$ cat src/design/lc2k_ram.sv
// generic single-port ram with registered read
`timescale 1ns / 1ps
module lc2k_ram #(
  parameter int WIDTH = 32,
  parameter int DEPTH = 16
) (
  input  logic                     clk,
  input  logic                     en,
  input  logic                     we,
  input  logic [$clog2(DEPTH)-1:0] addr,
  input  logic [WIDTH-1:0]         wdata,
  output logic [WIDTH-1:0]         rdata
);

  logic [WIDTH-1:0] mem [DEPTH];

  always_ff @(posedge clk) begin
    if (en) begin
      if (we) begin
        mem[addr] <= wdata;
      end else begin
        rdata <= mem[addr];
      end
    end
  end

endmodule

$ cat config.mk
export PLATFORM = sky130hd
export DESIGN_NAME = lc2k_ram
export DESIGN_NICKNAME = d
export VERILOG_FILES = /design/src/design/lc2k_ram.sv
export SDC_FILE = /design/constraint.sdc
export NUM_CORES = 1
export LEC_CHECK = 0
export BUFFER_PORTS_ARGS = -buffer_cell sky130_fd_sc_hd__buf_2
export CAP_MARGIN = 40
export CORE_MARGIN = 2
export CORE_UTILIZATION = 50
export DETAILED_ROUTE_END_ITERATION = 8
export PLACE_DENSITY = 0.66
export SLEW_MARGIN = 20
export SYNTH_ARGS = -nofsm -noshare
export SYNTH_HDL_FRONTEND = slang
export SYNTH_SLANG_ARGS = --single-unit
$ cat constraint.sdc
create_clock -name clk -period 4.4 [get_ports clk]
set_input_delay 0.66 -clock clk [delete_from_list [all_inputs] [get_ports clk]]
set_output_delay 0.66 -clock clk [all_outputs]
set_load 0.05 [all_outputs]
==> results of run 1 <==
==> layout make-up <==
cell class / instances / area [um2]
clock buffer: 66 / 1420
multi-input combinational: 253 / 3770
tap: 525 / 657
fill: 2895 / 16700
timing repair buffer: 101 / 704
antenna: 2 / 5.00
sequential: 544 / 16300
clock inverter: 28 / 238
==> power groups by stage <==
stage | Sequential, mW | Combinational, mW | Clock (mW)
detailed placement | 5.91 | 0.499 | 0
global route | 5.80 | 0.532 | 4.62
CTS | 5.80 | 0.501 | 4.41
global placement | 5.91 | 0.484 | 0
floorplan | 5.95 | 0.263 | 0
finish | 5.80 | 0.493 | 4.32
==> layer usage <==
| metal | global-route usage, % | share of wire, % | up-vias |
|---|---|---|---|
| met4 | 6.09 | 2.3 | 0 |
| li1 | - | - | 3851 |
| met5 | 0 | 0 | - |
| met3 | 3.85 | 5.4 | 64 |
| met1 | 28.4 | 42 | 4891 |
| met2 | 32.7 | 50 | 285 |
==> worst max-delay path, stage by stage <==
cell,delay (ps)
clkbuf_8,490
nand4b_1,500
nor2_4,640
buf_4,410
==> per-stage QoR <==
stage | area (um2) | hold slack (ps)
final | 23100 | 441
after global placement | 21400 | 723
after global routing | 23100 | 435
after CTS | 23100 | 408
after floorplan | 20200 | 710
after detailed placement | 21500 | 733
==> logic make-up (layout without fill, tap and decap cells) <==
group / count (synthesis) / count (layout) / share of synthesized area (%)
compound gates: 64 / 64 / 2.38
buf+inv: 47 / 195 / 1.26
flops: 544 / 544 / 80.8
mux: 128 / 128 / 14.3
other cells: 0 / 2 / 0
simple gates: 61 / 61 / 1.31
==> placed cells by master (no fill, tap or decap), types with 7 or more instances in the layout <==
cell and instances:
buf_2 68, edfxtp_1 544, mux4_2 128, nand2_1 34, clkinv_2 7, a22oi_1 64, buf_4 25, clkinv_1 13
clkbuf_16 55, nor2_4 13, clkbuf_1 11
==> how the worst max path moves through the flow <==
stage,start,to,depth (start not counted)
after floorplan,addr[0],mem[0][0]$_DFFE_PP_,5
after global placement,addr[0],mem[9][9]$_DFFE_PP_,4
after detailed placement,addr[0],mem[9][2]$_DFFE_PP_,4
after CTS,addr[0],mem[9][5]$_DFFE_PP_,4
after global routing,addr[0],mem[9][0]$_DFFE_PP_,4
final,addr[0],mem[9][5]$_DFFE_PP_,4
==> flip-flops by register name, summed over array words and instances (netlist names) <==
| signal | count |
|---|---|
| mem | 512 |
| rdata | 32 |
==> reports/metrics.cfg, run 1 <==
[yosys]
synth_cell_types=17
yosys.cell_count.top_type=edfxtp_1
ys.flop_type=edfxtp_1
yosysTopAreaCell=edfxtp_1
yosys-top-cells-count=edfxtp_1, mux4_2, a22oi_1
ys_top_cells_by_area=edfxtp_1, mux4_2, a22oi_1, nand2_1, clkbuf_1
synth_fp_nets=883
synth_seq_cells=544
syn_area_per_cell_um2=24.0
syn_area_um2=20200
synth-edff-count=544
postSynth.asyncResetShare_pct=0
yosysSeqAreaShare_pct=80.8
yosysTopAreaCellShare_pct=80.8
syn_inst=844
ys_warn_count=0

[layout]
layoutNonFillerInstCount=1519
final_util_pct=58.1
fin_nets=992
layout-area-overhead-vs-synth_pct=14.4
drive_above_1_share_pct=32.3

[place]
gp_congestion=0.712
dpl.cell_count=1423
place_worst_setup_slack_ps=1220
place_hpwl_um=22000
port_buffers=70

[drt]
routed_wl_um=40900
first_pass_iters=7
num_vias=9091
avgViaCountPerCell=5.98
drc=0
drtIter0Drc=890
postRouteAntennaNets=0
wl_per_cell_um=27.0

[power]
vdd_drop_max_mv=0.347
finalPower_mw=10.6
combPwrFrac_pct=4.6
seqPwrFrac_pct=54.6
switching_share_pct=20.2
p_sw_mw=2.14
internal_power_mw=8.47
power.share.clock_pct=40.7
leakagePower_nw=7.35
powerDensity_nw_per_um2=459

[sta]
finalClockSkew_ps=11.5
drv_slew=0
relSlewSlack_pct=42.8
min_period_ps=2530
min_period_over_period_pct=57.4
worst_pin_slew_ps=855
tns_ps=0
rsz0062_at_grt=no
setup_slack_ps=1870
setup_violations=0
final-hold-violation-count=0
max_freq_ghz=0.396

[worst_setup_path]
required_ps=4660
r2r-end=rdata[3]$_DFFE_PP_
startpoint_type=input pin
reg2reg_depth=3
critPathKind=input pin to flip-flop
rr_startpoint=mem[11][3]$_DFFE_PP_
cp_max_fo=51
end_kind=flip-flop
rrSetupSlack_ps=2840
worstPathArrival_ps=2780

[cts]
cts_tree=yes
cts.sinks=544
htree_num_levels=2
cts_buffers=53
hold_buffers=0
cts_root_buffer=clkbuf_16
clock_latency_ps=590
path_clk_slew_ps=60
cts_setup_buffers=0
cts.repair.resized=0
clock_path_buffers=3

[worst_hold_path]
hold_class=input pin to flip-flop
holdPathStages=1
worstHoldStart=wdata[13]
min_to=mem[15][13]$_DFFE_PP_

[floorplanning]
ios=71
die_y_um=205
fp.dieW_um=205
start_util_pct=50.8
die_area_um2=42100
coreArea_um2=39800
num_rows=73

[global_routing]
grt_usage_pct=20.2
grt_pass1_vias=9391
antenna_found_initial=2
gr-total-overflow=0
grt_max_degree=118
grt_pass1_wl_um=61000

[flow_run]
maxCapViolations=0

[status]
outcome=finished, final reports clean

(Power assumes the default switching activity.)
==> run 2, diff against run 1 <==
- clock period: 4.4 -> 2.1 ns (I/O delays scaled with it)
==> run 2 against run 1 <==
First-iteration DRC count fell by 1.6%. Flip-flop and latch count stayed put. Clock power grew 120%. Hold slack got worse by 350 ps. Clock skew rose by 5.5 ps. Routed wire length grew 4.5%. Non-clock buffer count rose by 29. Utilization up 1.5 points. Design area increased by 2.6%. Largest cell class unchanged.
==> reports/metrics.cfg, run 2 (same netlist as run 1, synthesis figures left out) <==
[cts]
cts.sinks=544  ; unchanged
hold_buffers=0  ; unchanged
clock_path_buffers=3  ; unchanged
cts_root_buffer=clkbuf_16
cts.repair.resized=0  ; unchanged
htree_num_levels=2  ; unchanged
path_clk_slew_ps=60  ; about the same
cts_buffers=52  ; -1.9%
clock_latency_ps=590  ; about the same
cts_setup_buffers=0  ; unchanged
cts_tree=yes

[power]
leakagePower_nw=7.62  ; +3.6%
combPwrFrac_pct=4.8  ; +0.2 points
power.share.clock_pct=41.6  ; +0.9 points
seqPwrFrac_pct=53.6  ; -1.0 points
internal_power_mw=18.1  ; +110%
finalPower_mw=22.7  ; +110%
p_sw_mw=4.58  ; +110%
powerDensity_nw_per_um2=955  ; +110%
switching_share_pct=20.2  ; -0.023 points
vdd_drop_max_mv=0.670  ; +93%

[global_routing]
grt_pass1_vias=9652  ; +2.8%
grt_max_degree=48  ; -59%
grt_pass1_wl_um=63800  ; +4.6%
grt_usage_pct=21.4  ; +1.2 points
gr-total-overflow=0  ; unchanged
antenna_found_initial=3  ; +1

[sta]
tns_ps=0  ; unchanged
rsz0062_at_grt=no
max_freq_ghz=0.618
min_period_ps=1620
worst_pin_slew_ps=529  ; -327 ps
finalClockSkew_ps=17.0  ; +5.50 ps
relSlewSlack_pct=64.7  ; +22 points
drv_slew=0  ; unchanged
min_period_over_period_pct=77.0
setup_violations=0  ; unchanged
setup_slack_ps=482  ; -1390 ps
final-hold-violation-count=0  ; unchanged

[worst_setup_path]
required_ps=1780  ; -2880 ps
r2r-end=rdata[0]$_DFFE_PP_
end_kind=output port
cp_max_fo=1  ; -98%
crit_slowest_cell=edfxtp_1
worstPathArrival_ps=1300  ; -1480 ps
cp.buffers_inverters=1  ; -1
slowest_delay_ps=420  ; -220 ps
path_delay_family=flip-flops
crit_chain=buf_2
rr_startpoint=mem[11][0]$_DFFE_PP_
critPathKind=flip-flop to output port
rrSetupSlack_ps=650  ; -2190 ps
cp_num_cells=1  ; -3
reg2reg_depth=3  ; unchanged
startpoint_type=flip-flop

[drt]
wl_met3_um=2610  ; +18%
wl_met1_um=17900  ; +3.7%
route.met2.wl_um=21600  ; +5.1%
first_pass_iters=4  ; -3
drtIter0Drc=876  ; -1.6%
avgViaCountPerCell=5.99  ; about the same
top_layer=met5
postRouteAntennaNets=0  ; unchanged
num_vias=9282  ; +2.1%
routed_wl_um=42800  ; +4.5%
drc=0  ; unchanged
wl_per_cell_um=27.6  ; +2.5%

[status]
outcome=finished, final reports clean

[layout]
layout_common_cells=edfxtp_1, mux4_2, buf_2
fill_cells=2853  ; -1.5%
layoutNonFillerInstCount=1550  ; +2.0%
mostFrequentLayoutCell=edfxtp_1
layout-area-overhead-vs-synth_pct=17.4
largest_reg_flops=512  ; unchanged
multiInputGateArea_um2=3800  ; +0.80%
drive_above_1_share_pct=35.0  ; +2.7 points
fin_nets=1020  ; +2.8%
largest_registers=mem x512, rdata x32
top_register=mem
ff_latch_area_um2=16300  ; unchanged

[floorplanning]
die_area_um2=42100  ; unchanged
fp.dieW_um=205  ; unchanged
num_rows=73  ; unchanged
coreArea_um2=39800  ; unchanged
die_y_um=205  ; unchanged
start_util_pct=50.8  ; unchanged
ios=71  ; unchanged

[worst_hold_path]
holdPathStages=1  ; unchanged
hold_class=input pin to flip-flop
min_to=mem[11][13]$_DFFE_PP_
worstHoldStart=wdata[13]

[place]
port_buffers=70  ; unchanged
place_worst_setup_slack_ps=53.6  ; -1170 ps
dpl.cell_count=1452  ; +2.0%
gp_congestion=0.719  ; +1.0%
place_hpwl_um=23100  ; +5.0%

[flow_run]
maxCapViolations=0  ; unchanged

run 2: worst max path at each step:
stage | start | end | slack (ps)
global placement | addr[0] | rdata[0]$_DFFE_PP_ | 80
global route | rdata[26]$_DFFE_PP_ | rdata[26] | 480
detailed placement | addr[0] | rdata[25]$_DFFE_PP_ | 50
CTS | rdata[26]$_DFFE_PP_ | rdata[26] | 450
floorplan | addr[0] | mem[3][0]$_DFFE_PP_ | -330
finish | rdata[26]$_DFFE_PP_ | rdata[26] | 480
run 2: power by group through the flow:
stage | combinational [mW] | clock [mW] | sequential (mW)
after global placement | 1.09 | 0 | 12.4
after detailed placement | 1.11 | 0 | 12.4
after CTS | 1.11 | 9.62 | 12.2
after floorplan | 0.578 | 0 | 12.5
final | 1.09 | 9.43 | 12.2
after global routing | 1.18 | 10.0 | 12.2
run 2: metrics by stage:
stage               cell area (um2)  utilization [%]  hold WS [ps]
floorplan                     20400                -           414
global placement              22000             55.2           687
detailed placement            22000             55.2           689
CTS                           23700             59.6          61.0
global route                  23700             59.6          93.6
finish                        23700             59.6          88.2
run 2: routing by layer:
metal  vias to the layer above  GRT usage (%)
met4                         2           5.55
li1                       3912              -
met1                      5022           30.4
met5                         -              0
met3                        54           3.42
met2                       292           35.2
run 2: layout make-up:
cell class / count / share of cell area (%)
clock inverter: 34 / 1.50
tap: 525 / 2.77
timing repair buffer: 130 / 5.07
clock buffer: 62 / 5.82
antenna: 2 / 0.0211
multi-input combinational: 253 / 16.0
sequential: 544 / 68.8
==> run 3, diff against run 2 <==
- ABC_AREA: unset -> 1
- clock period: 2.1 -> 1.3 ns (I/O delays scaled with it)
==> run 3 against run 2 <==
The run now ends with setup timing left. Clock skew up 1.7 ps. Synthesized area up 12%. Register-to-register slack worse by 570 ps. Design area up 13%. Routed wire length up 25%. First-iteration DRC count up 56%. Sequential power up 61%. Cell count up 88%. Clock-buffer cell count up 6. Via count up 58%. Critical path depth unchanged. Setup slack worse by 660 ps. Critical endpoint is now rdata[27]. Largest power group unchanged.
==> reports/metrics.cfg, run 3 <==
[cts]
clock_path_buffers=3  ; unchanged
cts_buffers=53  ; +1.9%
cts.sinks=544  ; unchanged
cts_tree=yes
path_clk_slew_ps=60  ; about the same
cts_root_buffer=clkbuf_16
htree_num_levels=2  ; unchanged
clock_latency_ps=600  ; about the same

[worst_setup_path]
path_delay_family=flip-flops
end_kind=output port
crit_chain=buf_6
cp_num_cells=1  ; unchanged
r2r-end=rdata[12]$_DFFE_PP_
required_ps=1110  ; -670 ps
rrSetupSlack_ps=80  ; -570 ps
reg2reg_depth=8  ; +5
critPathKind=flip-flop to output port
slowest_delay_ps=480  ; +60 ps
cp_max_fo=1  ; unchanged
crit_start=rdata[27]$_DFFE_PP_
crit_slowest_cell=edfxtp_1
rr_startpoint=mem[6][12]$_DFFE_PP_
worstPathArrival_ps=1280  ; -20 ps
startpoint_type=flip-flop
setup.worst_path.end=rdata[27]
cp.buffers_inverters=1  ; unchanged

[layout]
final_util_pct=60.3  ; +0.68 points
layout-area-overhead-vs-synth_pct=18.8
layout_common_cells=nand2_1, edfxtp_1, inv_1
fin_nets=2313  ; +130%
n_antenna_cell=0  ; -2
fill_cells=3536  ; +24%
design_area_um2=26800  ; +13%
top_register=mem
ff_latch_area_um2=16300  ; unchanged
drive_above_1_share_pct=11.5  ; -23 points
mostFrequentLayoutCell=nand2_1
multiInputGateArea_um2=5470  ; +44%
largest_reg_flops=512  ; unchanged
largest_registers=mem x512, rdata x32

[yosys]
ys_warn_count=0  ; unchanged
synth_cell_types=12  ; -5
ys_top_cells_by_area=edfxtp_1, nand2_1, inv_1, buf_6, buf_2
yosys.cell_count.top_type=nand2_1
synth_seq_cells=544  ; unchanged
syn_inst=2117  ; +150%
postSynth.asyncResetShare_pct=0  ; unchanged
yosysTopAreaCell=edfxtp_1
synth_fp_nets=2156  ; +140%
synth-edff-count=544  ; unchanged
ys.flop_type=edfxtp_1
syn_area_per_cell_um2=10.7  ; -56%
yosys-top-cells-count=nand2_1, edfxtp_1, inv_1
syn_area_um2=22500  ; +12%
yosysTopAreaCellShare_pct=72.4  ; -8.4 points
yosysSeqAreaShare_pct=72.4  ; -8.4 points

[status]
violations=setup timing
outcome=finished with violations

[sta]
drv_slew=0  ; unchanged
worst_pin_slew_ps=418  ; -111 ps
setup_slack_ps=-175  ; -657 ps
max_freq_ghz=0.678
min_period_over_period_pct=113
finalClockSkew_ps=18.7  ; +1.69 ps
min_period_ps=1480
relSlewSlack_pct=72.2  ; +7.4 points
setup_violations=32  ; +32
rsz0062_at_grt=yes
tns_ps=-1890  ; -1890 ps
final-hold-violation-count=0  ; unchanged

[drt]
num_vias=14700  ; +58%
drc=0  ; unchanged
drtIter0Drc=1370  ; +56%
wl_per_cell_um=18.4  ; -33%
first_pass_iters=5  ; +1
avgViaCountPerCell=5.05  ; -16%
postRouteAntennaNets=0  ; unchanged
routed_wl_um=53500  ; +25%

[global_routing]
grt_pass1_wl_um=83900  ; +32%
grt_pass1_vias=14500  ; +50%
grt_max_degree=46  ; -4.2%
grt_usage_pct=23.6  ; +2.2 points
gr-total-overflow=0  ; unchanged
antenna_found_initial=1  ; -2

[worst_hold_path]
hold_class=input pin to flip-flop

[floorplanning]
num_rows=77  ; +5.5%
start_util_pct=50.8  ; about the same
die_area_um2=46800  ; +11%
fp.dieW_um=216  ; +5.5%
coreArea_um2=44400  ; +12%
die_y_um=216  ; +5.5%
ios=71  ; unchanged

[place]
postPlaceCellArea_um2=24700  ; +12%
place_hpwl_um=30700  ; +33%
place_worst_setup_slack_ps=-238  ; -292 ps
port_buffers=70  ; unchanged
gp_congestion=0.783  ; +8.8%

[power]
seqPwrFrac_pct=53.9  ; +0.3 points
internal_power_mw=28.3  ; +57%
power.share.clock_pct=38.9  ; -2.7 points
vdd_drop_max_mv=0.875  ; +31%
switching_share_pct=22.2  ; +2.1 points
combPwrFrac_pct=7.2  ; +2.4 points
finalPower_mw=36.5  ; +61%
leakagePower_nw=11.2  ; +47%
p_sw_mw=8.11  ; +77%
powerDensity_nw_per_um2=1360  ; +43%

[flow_run]
maxCapViolations=0  ; unchanged

run 3: cell count changes in the layout (fill, tap and decap cells not counted), moves of 28 or more:
cell,change
buf_2,-32
buf_6,+31
a22oi_1,-64
buf_12,+28
inv_1,+69
nand2_1,+1343
dlygate4sd3_1,+32
mux4_2,-128
run 3: cell type report:
| type | count | area share, % |
|---|---|---|
| sequential | 544 | 61.0 |
| multi-input combinational | 1402 | 20.4 |
| timing repair buffer | 200 | 8.80 |
| clock buffer | 68 | 5.32 |
| tap | 592 | 2.77 |
| inverter | 73 | 1.07 |
| clock inverter | 30 | 0.626 |
run 3: what timing repair did:
| item | 4_1_cts | 5_1_grt |
|---|---|---|
| endpoints found under the setup margin | 32 | 33 |
| setup buffers | 0 | 0 |
| hold buffers | 32 | 0 |
| resized for setup | 64 | 2 |
| hold endpoints to repair | 503 | 0 |
run 3: cells by family (layout without fill, tap and decap cells):
kind of cell           count (synthesis)  in the layout  share of synthesized area [%]
buffers and inverters                171            371                           4.19
DFF                                  544            544                           72.4
and+or+nand+nor                     1402           1402                           23.4
run 3: worst reg2reg max path, cell delays in order (launching register included):
cell and delay (ps):
edfxtp_1 370, nand2_1 80, nand2_1 40, nand2_1 70, nand2_2 80, nand2_2 100
nand2_1 80, inv_1 80, nand2_1 80
run 3: metrics by stage:
stage | cells | hold WS, ps
after floorplan | 2117 | 294
after global placement | 2779 | 574
after detailed placement | 2779 | 586
after CTS | 2909 | 168
after global routing | 2909 | 185
final | 2909 | 181
run 3: metal layers:
layer | vias up | track usage (%) | share of wire [%]
met2 | 427 | 38.1 | 47
met3 | 95 | 3.02 | 6.1
met4 | 2 | 7.72 | 2.8
li1 | 7135 | - | -
met1 | 7044 | 33.6 | 44
met5 | - | 0 | 0.024
run 3: worst min-delay path by stage:
stage,startpoint,endpoint,slack (ps),cells after the start
detailed placement,wdata[22],mem[4][22]$_DFFE_PP_,590,1
global route,en,rdata[26]$_DFFE_PP_,190,4
CTS,we,rdata[26]$_DFFE_PP_,170,4
finish,we,rdata[26]$_DFFE_PP_,180,4
global placement,wdata[22],mem[4][22]$_DFFE_PP_,570,1
floorplan,wdata[0],mem[0][0]$_DFFE_PP_,290,0
run 3: power by group through the flow:
stage,logic [mW],clock network (mW),registers (mW)
2_1_floorplan,1.36,0,20.1
3_3_place_gp,2.45,0,20.0
3_5_place_dp,2.49,0,20.0
4_1_cts,2.64,14.4,19.6
5_1_grt,2.92,15.1,19.7
6_report,2.62,14.2,19.6
